**src/design/rpw_pkg.sv**
```systemverilog
// shared types and constants for the route pair watch table
package rpw_pkg;

    localparam int CODE_W  = 32;
    localparam int IDX_W   = 4;
    localparam int COUNT_W = 5;

    typedef enum logic [1:0] {
        OP_ADD    = 2'd0,
        OP_REMOVE = 2'd1,
        OP_LOOKUP = 2'd2,
        OP_READ   = 2'd3
    } op_t;

    typedef enum logic [3:0] {
        ST_IDLE,
        ST_DISPATCH,
        ST_SCAN_RD,
        ST_SCAN_CMP,
        ST_APPEND,
        ST_SHIFT_RD,
        ST_SHIFT_WR,
        ST_READ_RD,
        ST_READ_CAP,
        ST_RESP
    } state_t;

    typedef struct packed {
        logic [CODE_W-1:0] origin;
        logic [CODE_W-1:0] dest;
    } entry_t;

    typedef struct packed {
        logic               accepted;
        logic               matched;
        logic               index_valid;
        logic [CODE_W-1:0]  read_origin;
        logic [CODE_W-1:0]  read_dest;
        logic [COUNT_W-1:0] entry_count;
    } res_t;

endpackage

```
**src/design/route_pair_watch_table_top.sv**
```systemverilog
// route pair watch table: top level with output register and checks
//
// input channel s_*: one beat is one operation (add, remove, lookup, read) with
// origin code, destination code and index. output channel m_*: one result beat
// per operation, carrying the flags, the read entry and the entry count after
// the operation.
// pairs live in one synchronous ram of ENTRIES words; every operation is run
// by a sequencer that reads, compares and writes that ram one entry per step.
// each operation is dispatched, then scans, shifts or reads the table entry by
// entry if it needs to, and then hands its result over; a rejected or
// out-of-range operation goes straight from dispatch to the handover. one
// operation is in work at a time: a beat is taken only while the sequencer
// idles, which it returns to once its result is handed over.
// the next operation is taken while a finished result waits in the output
// register; if the receiver stalls longer, the sequencer holds its result and
// stops taking beats.
// reset empties the table (count zero); no clearing pass is needed.
module route_pair_watch_table_top
    import rpw_pkg::*;
#(
    parameter int ENTRIES = 16
) (
    input  logic               aclk,
    input  logic               aresetn,
    input  logic               s_valid,
    output logic               s_ready,
    input  logic [1:0]         s_op,
    input  logic [CODE_W-1:0]  s_origin_code,
    input  logic [CODE_W-1:0]  s_dest_code,
    input  logic [IDX_W-1:0]   s_index,
    output logic               m_valid,
    input  logic               m_ready,
    output logic               m_accepted,
    output logic               m_matched,
    output logic               m_index_valid,
    output logic [CODE_W-1:0]  m_read_origin,
    output logic [CODE_W-1:0]  m_read_dest,
    output logic [COUNT_W-1:0] m_entry_count
);

    logic res_valid;
    logic res_ready;
    res_t res;

    logic m_valid_reg, m_valid_next;
    res_t out_reg;

    rpw_core #(
        .ENTRIES(ENTRIES)
    ) u_core (
        .aclk      (aclk),
        .aresetn   (aresetn),
        .in_valid  (s_valid),
        .in_ready  (s_ready),
        .in_op     (s_op),
        .in_origin (s_origin_code),
        .in_dest   (s_dest_code),
        .in_index  (s_index),
        .res_valid (res_valid),
        .res_ready (res_ready),
        .res       (res)
    );

    assign res_ready = !m_valid_reg || m_ready;

    always_comb begin
        m_valid_next = m_valid_reg;
        if (res_valid && res_ready) begin
            m_valid_next = 1'b1;
        end else if (m_ready) begin
            m_valid_next = 1'b0;
        end
    end

    always_ff @(posedge aclk) begin
        if (!aresetn) begin
            m_valid_reg <= 1'b0;
        end else begin
            m_valid_reg <= m_valid_next;
        end
    end

    always_ff @(posedge aclk) begin
        if (res_valid && res_ready) begin
            out_reg <= res;
        end
    end

    assign m_valid       = m_valid_reg;
    assign m_accepted    = out_reg.accepted;
    assign m_matched     = out_reg.matched;
    assign m_index_valid = out_reg.index_valid;
    assign m_read_origin = out_reg.read_origin;
    assign m_read_dest   = out_reg.read_dest;
    assign m_entry_count = out_reg.entry_count;

    // one operation in work at a time
    assert property (@(posedge aclk) disable iff (!aresetn)
        s_valid && s_ready |=> !s_ready)
        else $error("beat taken while an operation is in work");

    // at most one result flag per beat
    assert property (@(posedge aclk) disable iff (!aresetn)
        m_valid |-> $onehot0({m_accepted, m_matched, m_index_valid}))
        else $error("more than one result flag set");

    // read fields are zero unless a read hit a valid index
    assert property (@(posedge aclk) disable iff (!aresetn)
        m_valid && !m_index_valid |-> m_read_origin == '0 && m_read_dest == '0)
        else $error("read fields nonzero without a valid read");

    // a handed-over result shows up on the output
    assert property (@(posedge aclk) disable iff (!aresetn)
        res_valid && res_ready |=> m_valid)
        else $error("result lost between sequencer and output register");

endmodule

```
**src/design/rpw_ram.sv**
```systemverilog
// generic single-write, single-read ram with registered read data
module rpw_ram #(
    parameter int WIDTH = 64,
    parameter int DEPTH = 16,
    parameter int AW    = (DEPTH > 1) ? $clog2(DEPTH) : 1
) (
    input  logic             aclk,
    input  logic             we,
    input  logic [AW-1:0]    waddr,
    input  logic [WIDTH-1:0] wdata,
    input  logic             re,
    input  logic [AW-1:0]    raddr,
    output logic [WIDTH-1:0] rdata
);

    logic [WIDTH-1:0] mem [DEPTH];
    logic [WIDTH-1:0] rdata_reg;

    always_ff @(posedge aclk) begin
        if (we) begin
            mem[waddr] <= wdata;
        end
        if (re) begin
            rdata_reg <= mem[raddr];
        end
    end

    assign rdata = rdata_reg;

endmodule

```
**src/design/rpw_core.sv**
```systemverilog
// sequencer that scans, appends, shifts and reads entries in the pair memory
module rpw_core
    import rpw_pkg::*;
#(
    parameter int ENTRIES = 16
) (
    input  logic              aclk,
    input  logic              aresetn,
    input  logic              in_valid,
    output logic              in_ready,
    input  logic [1:0]        in_op,
    input  logic [CODE_W-1:0] in_origin,
    input  logic [CODE_W-1:0] in_dest,
    input  logic [IDX_W-1:0]  in_index,
    output logic              res_valid,
    input  logic              res_ready,
    output res_t              res
);

    localparam int AW = (ENTRIES > 1) ? $clog2(ENTRIES) : 1;
    localparam int CW = $clog2(ENTRIES + 1);
    localparam int XW = (CW > IDX_W) ? CW : IDX_W;

    state_t state_reg, state_next;

    op_t               op_reg, op_next;
    logic [CODE_W-1:0] org_reg, org_next;
    logic [CODE_W-1:0] dst_reg, dst_next;
    logic [IDX_W-1:0]  idx_reg, idx_next;
    logic [CW-1:0]     count_reg, count_next;
    logic [CW-1:0]     ptr_reg, ptr_next;
    logic              acc_reg, acc_next;
    logic              hit_reg, hit_next;
    logic              valid_reg, valid_next;
    logic [CODE_W-1:0] ro_reg, ro_next;
    logic [CODE_W-1:0] rd_reg, rd_next;

    logic          ram_we, ram_re;
    logic [AW-1:0] ram_waddr, ram_raddr;
    entry_t        ram_wdata, ram_rdata;

    logic          query_empty, table_full, count_zero;
    logic          idx_in, idx_last;
    logic [CW-1:0] ptr_inc, ptr_inc2;
    logic          scan_last, shift_last;
    logic          dup, hit;

    rpw_ram #(
        .WIDTH($bits(entry_t)),
        .DEPTH(ENTRIES)
    ) u_ram (
        .aclk  (aclk),
        .we    (ram_we),
        .waddr (ram_waddr),
        .wdata (ram_wdata),
        .re    (ram_re),
        .raddr (ram_raddr),
        .rdata (ram_rdata)
    );

    assign query_empty = (org_reg == '0) && (dst_reg == '0);
    assign table_full  = (count_reg == CW'(ENTRIES));
    assign count_zero  = (count_reg == '0);
    assign idx_in      = XW'(idx_reg) < XW'(count_reg);
    assign idx_last    = (XW'(idx_reg) + XW'(1)) == XW'(count_reg);
    assign ptr_inc     = CW'(ptr_reg + 1'b1);
    assign ptr_inc2    = CW'(ptr_reg + 2'd2);
    assign scan_last   = (ptr_inc == count_reg);
    assign shift_last  = (ptr_inc2 == count_reg);
    assign dup         = (ram_rdata.origin == org_reg) && (ram_rdata.dest == dst_reg);
    assign hit         = ((ram_rdata.origin != '0) || (ram_rdata.dest != '0))
                      && ((ram_rdata.origin == '0) || (ram_rdata.origin == org_reg))
                      && ((ram_rdata.dest == '0) || (ram_rdata.dest == dst_reg));

    // next state
    always_comb begin
        state_next = state_reg;
        case (state_reg)
            ST_IDLE: begin
                if (in_valid) begin
                    state_next = ST_DISPATCH;
                end
            end
            ST_DISPATCH: begin
                case (op_reg)
                    OP_ADD: begin
                        if (query_empty || table_full) begin
                            state_next = ST_RESP;
                        end else if (count_zero) begin
                            state_next = ST_APPEND;
                        end else begin
                            state_next = ST_SCAN_RD;
                        end
                    end
                    OP_REMOVE: begin
                        if (!idx_in || idx_last) begin
                            state_next = ST_RESP;
                        end else begin
                            state_next = ST_SHIFT_RD;
                        end
                    end
                    OP_LOOKUP: begin
                        if (query_empty || count_zero) begin
                            state_next = ST_RESP;
                        end else begin
                            state_next = ST_SCAN_RD;
                        end
                    end
                    OP_READ: begin
                        state_next = idx_in ? ST_READ_RD : ST_RESP;
                    end
                    default: state_next = ST_RESP;
                endcase
            end
            ST_SCAN_RD: state_next = ST_SCAN_CMP;
            ST_SCAN_CMP: begin
                if (op_reg == OP_ADD) begin
                    if (dup) begin
                        state_next = ST_RESP;
                    end else if (scan_last) begin
                        state_next = ST_APPEND;
                    end else begin
                        state_next = ST_SCAN_RD;
                    end
                end else begin
                    state_next = (hit || scan_last) ? ST_RESP : ST_SCAN_RD;
                end
            end
            ST_APPEND:   state_next = ST_RESP;
            ST_SHIFT_RD: state_next = ST_SHIFT_WR;
            ST_SHIFT_WR: state_next = shift_last ? ST_RESP : ST_SHIFT_RD;
            ST_READ_RD:  state_next = ST_READ_CAP;
            ST_READ_CAP: state_next = ST_RESP;
            ST_RESP: begin
                if (res_ready) begin
                    state_next = ST_IDLE;
                end
            end
            default: state_next = ST_IDLE;
        endcase
    end

    // datapath updates
    always_comb begin
        op_next    = op_reg;
        org_next   = org_reg;
        dst_next   = dst_reg;
        idx_next   = idx_reg;
        count_next = count_reg;
        ptr_next   = ptr_reg;
        acc_next   = acc_reg;
        hit_next   = hit_reg;
        valid_next = valid_reg;
        ro_next    = ro_reg;
        rd_next    = rd_reg;
        case (state_reg)
            ST_IDLE: begin
                if (in_valid) begin
                    op_next    = op_t'(in_op);
                    org_next   = in_origin;
                    dst_next   = in_dest;
                    idx_next   = in_index;
                    acc_next   = 1'b0;
                    hit_next   = 1'b0;
                    valid_next = 1'b0;
                    ro_next    = '0;
                    rd_next    = '0;
                end
            end
            ST_DISPATCH: begin
                if (op_reg == OP_ADD || op_reg == OP_LOOKUP) begin
                    ptr_next = '0;
                end else begin
                    ptr_next = CW'(idx_reg);
                end
                // removing the last entry needs no shift
                if (op_reg == OP_REMOVE && idx_in && idx_last) begin
                    count_next = CW'(count_reg - 1'b1);
                    acc_next   = 1'b1;
                end
            end
            ST_SCAN_CMP: begin
                if (op_reg == OP_ADD && dup) begin
                    acc_next = 1'b1;
                end else if (op_reg == OP_LOOKUP && hit) begin
                    hit_next = 1'b1;
                end else if (!scan_last) begin
                    ptr_next = ptr_inc;
                end
            end
            ST_APPEND: begin
                count_next = CW'(count_reg + 1'b1);
                acc_next   = 1'b1;
            end
            ST_SHIFT_WR: begin
                if (shift_last) begin
                    count_next = CW'(count_reg - 1'b1);
                    acc_next   = 1'b1;
                end else begin
                    ptr_next = ptr_inc;
                end
            end
            ST_READ_CAP: begin
                valid_next = 1'b1;
                ro_next    = ram_rdata.origin;
                rd_next    = ram_rdata.dest;
            end
            default: ;
        endcase
    end

    // outputs and memory control
    always_comb begin
        in_ready  = (state_reg == ST_IDLE);
        res_valid = (state_reg == ST_RESP);
        ram_re    = (state_reg == ST_SCAN_RD) || (state_reg == ST_SHIFT_RD)
                 || (state_reg == ST_READ_RD);
        ram_raddr = (state_reg == ST_SHIFT_RD) ? ptr_inc[AW-1:0] : ptr_reg[AW-1:0];
        ram_we    = (state_reg == ST_APPEND) || (state_reg == ST_SHIFT_WR);
        if (state_reg == ST_APPEND) begin
            ram_waddr        = count_reg[AW-1:0];
            ram_wdata.origin = org_reg;
            ram_wdata.dest   = dst_reg;
        end else begin
            ram_waddr = ptr_reg[AW-1:0];
            ram_wdata = ram_rdata;
        end
    end

    always_comb begin
        res.accepted    = acc_reg;
        res.matched     = hit_reg;
        res.index_valid = valid_reg;
        res.read_origin = ro_reg;
        res.read_dest   = rd_reg;
        res.entry_count = COUNT_W'(count_reg);
    end

    always_ff @(posedge aclk) begin
        if (!aresetn) begin
            state_reg <= ST_IDLE;
            count_reg <= '0;
        end else begin
            state_reg <= state_next;
            count_reg <= count_next;
        end
    end

    always_ff @(posedge aclk) begin
        op_reg    <= op_next;
        org_reg   <= org_next;
        dst_reg   <= dst_next;
        idx_reg   <= idx_next;
        ptr_reg   <= ptr_next;
        acc_reg   <= acc_next;
        hit_reg   <= hit_next;
        valid_reg <= valid_next;
        ro_reg    <= ro_next;
        rd_reg    <= rd_next;
    end

endmodule

```
**config.mk**
```make
export PLATFORM = sky130hd
export DESIGN_NAME = route_pair_watch_table_top
export DESIGN_NICKNAME = d
export VERILOG_FILES = /design/src/design/rpw_pkg.sv /design/src/design/route_pair_watch_table_top.sv /design/src/design/rpw_ram.sv /design/src/design/rpw_core.sv
export SDC_FILE = /design/constraint.sdc
export NUM_CORES = 1
export LEC_CHECK = 0
export ABC_AREA = 1
export ABC_CLOCK_PERIOD_IN_PS = 28300
export BUFFER_PORTS_ARGS = -buffer_cell sky130_fd_sc_hd__clkbuf_2
export CAP_MARGIN = 25
export CORE_MARGIN = 5
export CORE_UTILIZATION = 35
export CTS_CLUSTER_SIZE = 8
export DETAILED_ROUTE_END_ITERATION = 6
export GPL_ROUTABILITY_DRIVEN = 0
export SLEW_MARGIN = 40
export SYNTH_ARGS = -nofsm -noshare
export SYNTH_HDL_FRONTEND = slang
export SYNTH_SLANG_ARGS = --single-unit
```
**constraint.sdc**
```tcl
create_clock -name aclk -period 28.3 [get_ports aclk]
set_clock_uncertainty 0.15 [all_clocks]
set_input_delay 5.66 -clock aclk [delete_from_list [all_inputs] [get_ports aclk]]
set_output_delay 5.66 -clock aclk [all_outputs]
set_load 0.02 [all_outputs]
```
==> results of run 1 <==
per-layer routing:
metal | up-vias | global-route usage [%] | routed length [um]
li1 | 15100 | - | -
met1 | 16770 | 25.26 | 61840
met2 | 1653 | 27.66 | 66920
met3 | 261 | 4.548 | 14020
met4 | 0 | 6.252 | 4215
met5 | - | 0 | 0
layout make-up:
type                            count  area [um^2]  share of cell area, %
Tap cell                         2016         2522                  4.148
Clock buffer                      203         4654                  7.654
Clock inverter                     15        222.7                 0.3662
Timing Repair Buffer              257         1826                  3.002
Inverter                          201        802.0                  1.319
Antenna cell                        4        10.01                0.01646
Sequential cell                  1312        39300                  64.62
Multi-Input combinational cell   2259        11480                  18.87
metrics by stage:
step                      cells  hold slack, ns  power [mW]  setup WS (ns)  cell area (um^2)
after detailed placement   6044          0.2545       4.738          20.17             55870
after CTS                  6262          0.2610       6.678          20.41             60750
after floorplan            4003          0.2503       4.025          14.96             52410
after global routing       6263          0.2713       6.993          20.34             60800
final                      6267          0.2641       6.658          20.45             60810
after global placement     6036          0.2561       4.692          20.20             55560
how the worst max path moves through the flow:
stage / from / endpoint / slack, ns
3_3_place_gp: m_ready / m_read_origin[8] / 20.20
2_1_floorplan: m_ready / m_accepted / 14.96
4_1_cts: u_core.state_reg[0] / s_ready / 20.41
3_5_place_dp: m_ready / m_read_origin[9] / 20.17
6_report: u_core.state_reg[0] / s_ready / 20.45
5_1_grt: u_core.state_reg[0] / s_ready / 20.34
power by group:
part | switching (mW) | internal (mW) | leakage [nW] | total [mW]
combinational | 1.51 | 0.545 | 6.37 | 2.06
sequential | 0.123 | 2.55 | 11.9 | 2.67
clock | 0.781 | 1.15 | 2.38 | 1.93
total | 2.42 | 4.24 | 20.6 | 6.66
logic make-up after synthesis:
family,count (synthesis),share of synthesized area (%)
buffers and inverters,432,3.562
DFF,1312,74.98
AOI/OAI and AO/OA,929,10.75
adders and majority gates,11,0.2769
xor gates and xnor gates,42,0.7019
and+or+nand+nor,1277,9.726
layout by cell type (no fill, tap or decap), types with 22 or more instances in the layout:
cell / Yosys / routed
clkbuf_16: 0 / 183
o21ai_1: 144 / 146
o211ai_1: 48 / 48
buf_4: 5 / 79
xnor2_1: 22 / 22
inv_1: 195 / 194
o221ai_1: 208 / 208
o22ai_1: 48 / 48
o21ai_0: 454 / 439
nand4_1: 37 / 37
clkbuf_2: 2 / 147
nand2_1: 409 / 408
nor2_1: 697 / 680
nand3_1: 110 / 110
edfxtp_1: 1302 / 1302
==> impl_metrics.json, run 1 <==
{
  "status": "finished, final reports clean",
  "grt_usage_pct": 18.10,
  "nets": 4298,
  "io_buffers": 147,
  "path_depth": 4,
  "postCtsResizedCells": 0,
  "r2r_end": "u_core.u_ram.mem[3][50]",
  "synth_seq_area_share_pct": 74.98,
  "path_class": "reg2out",
  "antenna_found_initial": 4,
  "drtPass1Iterations": 6,
  "synth_top_area_cell": "edfxtp_1",
  "rrSetupSlack_ns": 23.59,
  "clockBufferDepth": 3,
  "start_util_pct": 35.07,
  "synth.avg_cell_area_um2": 13.09,
  "min_from": "u_core.ro_reg[6]",
  "die_w_um": 397.0,
  "cts_setup_buffers": 0,
  "postRouteAntennaNets": 0,
  "ys_ff_latch": 1312,
  "place_hpwl_um": 77740,
  "cts_tree": "done",
  "syn_inst": 4003,
  "path_max_fanout": 6,
  "drc": 0,
  "synth_top_area_share_pct": 74.60,
  "yosysWarnings": 0,
  "netlist_area_mm2": 0.05241,
  "hold_path_depth": 0,
  "die_area_mm2": 0.1576,
  "worstSetupStartpointType": "flip-flop",
  "core_mm2": 0.1494,
  "hold_path_class": "reg2reg",
  "path_common_cell": "nor2_1",
  "clk_latency_ns": 0.78,
  "die_height_um": 397.0,
  "post-route-util_pct": 40.70,
  "drive_gt1_share_pct": 11.98,
  "dr_total_vias": 33780,
  "syn-num-nets": 4088,
  "root_buffer": "clkbuf_16",
  "fill_cells": 13680,
  "io_pins": 148,
  "rsz0062_at_grt": "false",
  "max_stage_delay_ns": 0.37,
  "async_flop_share_pct": 0,
  "post-route-period-util_pct": 27.72,
  "ys.flop_type": "edfxtp_1",
  "area_growth_pct": 16.03,
  "power_density_mw_per_mm2": 109.5,
  "endpoint_kind": "output port",
  "setup_violations": 0,
  "clk_pin_slew_ns": 0.05,
  "fmaxAchievable_mhz": 127.5,
  "dr.first_iter.drc_count": 3814,
  "relSlewSlack_pct": 41.56,
  "grt_max_degree": 241,
  "drv_slew": 0,
  "hold_violations": 0,
  "min_period_ns": 7.846,
  "crit_buf_inv": 1,
  "worst-slew-pin-transition_ns": 0.8766,
  "ir_drop_mv": 0.1197,
  "worstPathCellList": "nor2_1, nand2_1, nor2_1, clkbuf_2",
  "cp_top_family": "simple AND/OR/NAND/NOR gates",
  "via_per_inst": 5.390,
  "worst_ep_arrival_time_ns": 2.04,
  "core.rowCount": 142,
  "cp_slowest_cell": "dfxtp_1",
  "synth_commonest_cells": "edfxtp_1, nor2_1, o21ai_0, nand2_1, o221ai_1",
  "cts_buffers": 182,
  "hold-path-endpoint": "m_read_origin[6]",
  "crit_required_ns": 22.49,
  "routed_wirelength_um": 147000,
  "largest_reg_flops": 1024,
  "grt_pass1_wl_um": 213600,
  "drv_cap": 0,
  "synth_enable_flop_cells": 1302,
  "htree_levels": 4,
  "overflow": 0,
  "synth.most_common_cell": "edfxtp_1",
  "ff2ff_path_depth": 9,
  "wl_per_cell_um": 23.45,
  "grt_pass1_vias": 32610,
  "r2r_start": "u_core.state_reg[0]",
  "yosys.cell_types.count": 38,
  "cts.sinks": 1312,
  "fin_setup_tns_ns": 0,
  "ys_top_cells_by_area": "edfxtp_1, nor2_1, o21ai_0, o221ai_1, nand2_1",
  "leakage_nw": 20.65,
  "cts_hold_buf": 0
}
Note: power is estimated with default switching activity, not from simulation.
==> run 2: changes to the inputs <==
ABC_CLOCK_PERIOD_IN_PS = 7500   (was 28300)
clock period = 7.5 ns   (was 28.3 ns; I/O delays follow)
==> impl_metrics.json, run 2 (synthesized netlist as in run 1, its figures left out) <==
{
  "status": "finished, final reports clean",
  "die_w_um": 397.0,
  "drive_gt1_share_pct": 12.18,
  "clockBufferDepth": 3,
  "grt_usage_pct": 18.35,
  "die_height_um": 397.0,
  "die_area_mm2": 0.1576,
  "combPwrFrac_pct": 31.1,
  "p_int_mw": 16.09,
  "num_antenna_cells": 0,
  "worstSetupStartpointType": "flip-flop",
  "postRouteAntennaNets": 0,
  "grt_pass1_vias": 32420,
  "placedCellCount": 6052,
  "post-route-period-util_pct": 58.48,
  "grt_max_degree": 189,
  "worst-slew-pin-transition_ns": 0.8957,
  "wl_per_cell_um": 23.55,
  "postCtsResizedCells": 0,
  "p_clk_share_pct": 28.8,
  "fin_cells": 6261,
  "max_stage_delay_ns": 0.65,
  "min_period_ns": 4.386,
  "grt_pass1_wl_um": 216800,
  "leakage_nw": 20.70,
  "place_hpwl_um": 79520,
  "clk_pin_slew_ns": 0.06,
  "drc": 0,
  "worstPathCellList": "inv_1, nor2_4, nand2_4, o21ai_0, nand2_1, nor2_4, buf_4, buf_4",
  "antenna_found_initial": 0,
  "post-route-util_pct": 40.71,
  "start_util_pct": 35.07,
  "endpoint_kind": "flip-flop",
  "core_mm2": 0.1494,
  "power_density_mw_per_mm2": 412.5,
  "drv_slew": 0,
  "hold_violations": 0,
  "power.switching_mw": 8.997,
  "setup_violations": 0,
  "fin_hold_ws_ns": 0.2632,
  "root_buffer": "clkbuf_16",
  "area_growth_pct": 16.06,
  "fin_setup_tns_ns": 0,
  "cts_hold_buf": 0,
  "rsz0062_at_grt": "false",
  "fmaxAchievable_mhz": 228.0,
  "largest_reg_flops": 1024,
  "design_area_mm2": 0.06082,
  "ff2ff_path_depth": 8,
  "mostFrequentLayoutCell": "edfxtp_1",
  "path_class": "reg2reg",
  "drv_cap": 0,
  "nets": 4308,
  "cp_slowest_cell": "buf_4",
  "dr_total_vias": 33760,
  "dr.first_iter.drc_count": 3805,
  "swShare_pct": 35.86,
  "htree_levels": 4,
  "hold_path_class": "reg2reg",
  "io_buffers": 147,
  "io_pins": 148,
  "crit_required_ns": 7.74,
  "cts_tree": "done",
  "cts_buffers": 182,
  "hold_path_depth": 0,
  "core.rowCount": 142,
  "overflow": 0,
  "worst_ep_arrival_time_ns": 4.63,
  "routed_wirelength_um": 147400,
  "ir_drop_mv": 0.4234,
  "drtPass1Iterations": 5,
  "path_max_fanout": 74,
  "cts.sinks": 1312,
  "via_per_inst": 5.392,
  "placed_area_mm2": 0.05589,
  "seq_power_share_pct": 40.1,
  "clk_latency_ns": 0.78,
  "relSlewSlack_pct": 40.29,
  "final_cell_mix": "edfxtp_1, nor2_1, o21ai_0",
  "cts_setup_buffers": 0
}
## run 2: worst max-delay path, delay by kind of cell (launching register included)
kind                   cells  cell delay (ns)
and+or+nand+nor            4             1.46
AOI/OAI and AO/OA          1             0.56
DFF                        1             0.41
buffers and inverters      3             1.34
## run 2: power groups by stage
stage / Combinational (mW) / Clock, mW / Sequential (mW)
detailed placement: 7.70 / 0 / 10.2
finish: 7.81 / 7.23 / 10.1
global route: 8.59 / 7.69 / 10.1
global placement: 7.52 / 0 / 10.2
floorplan: 5.12 / 0 / 10.1
CTS: 7.75 / 7.35 / 10.0
## run 2: final cells by class
class                           count  area, um^2
Multi-Input combinational cell   2259       11480
Sequential cell                  1312       39300
Clock buffer                      197        4738
Tap cell                         2016        2522
Clock inverter                      9       112.6
Fill cell                       13760       88600
Timing Repair Buffer              267        1892
Inverter                          201       782.0
## run 2: layer usage
metal	global-route usage [%]	wire length, um
met3	3.623	13000
met5	0	0
met1	26.90	64740
met4	5.058	3019
met2	27.95	66670
## run 2: worst paths after layout
kind / end / from / slack, ns
worst max-delay path: u_core.u_ram.mem[6][33] / u_core.state_reg[2] / 3.11
worst max register to register: u_core.u_ram.mem[6][33] / u_core.state_reg[2] / 3.11
worst min-delay path: m_read_origin[5] / u_core.ro_reg[5] / 0.26
worst min register to register: m_read_origin[5] / u_core.ro_reg[5] / 0.26
## run 2: per-stage QoR
stage	total power, mW	setup slack, ns
2_1_floorplan	15.18	1.294
3_3_place_gp	17.70	3.197
3_5_place_dp	17.86	3.158
4_1_cts	25.14	3.119
5_1_grt	26.37	2.903
6_report	25.09	3.114
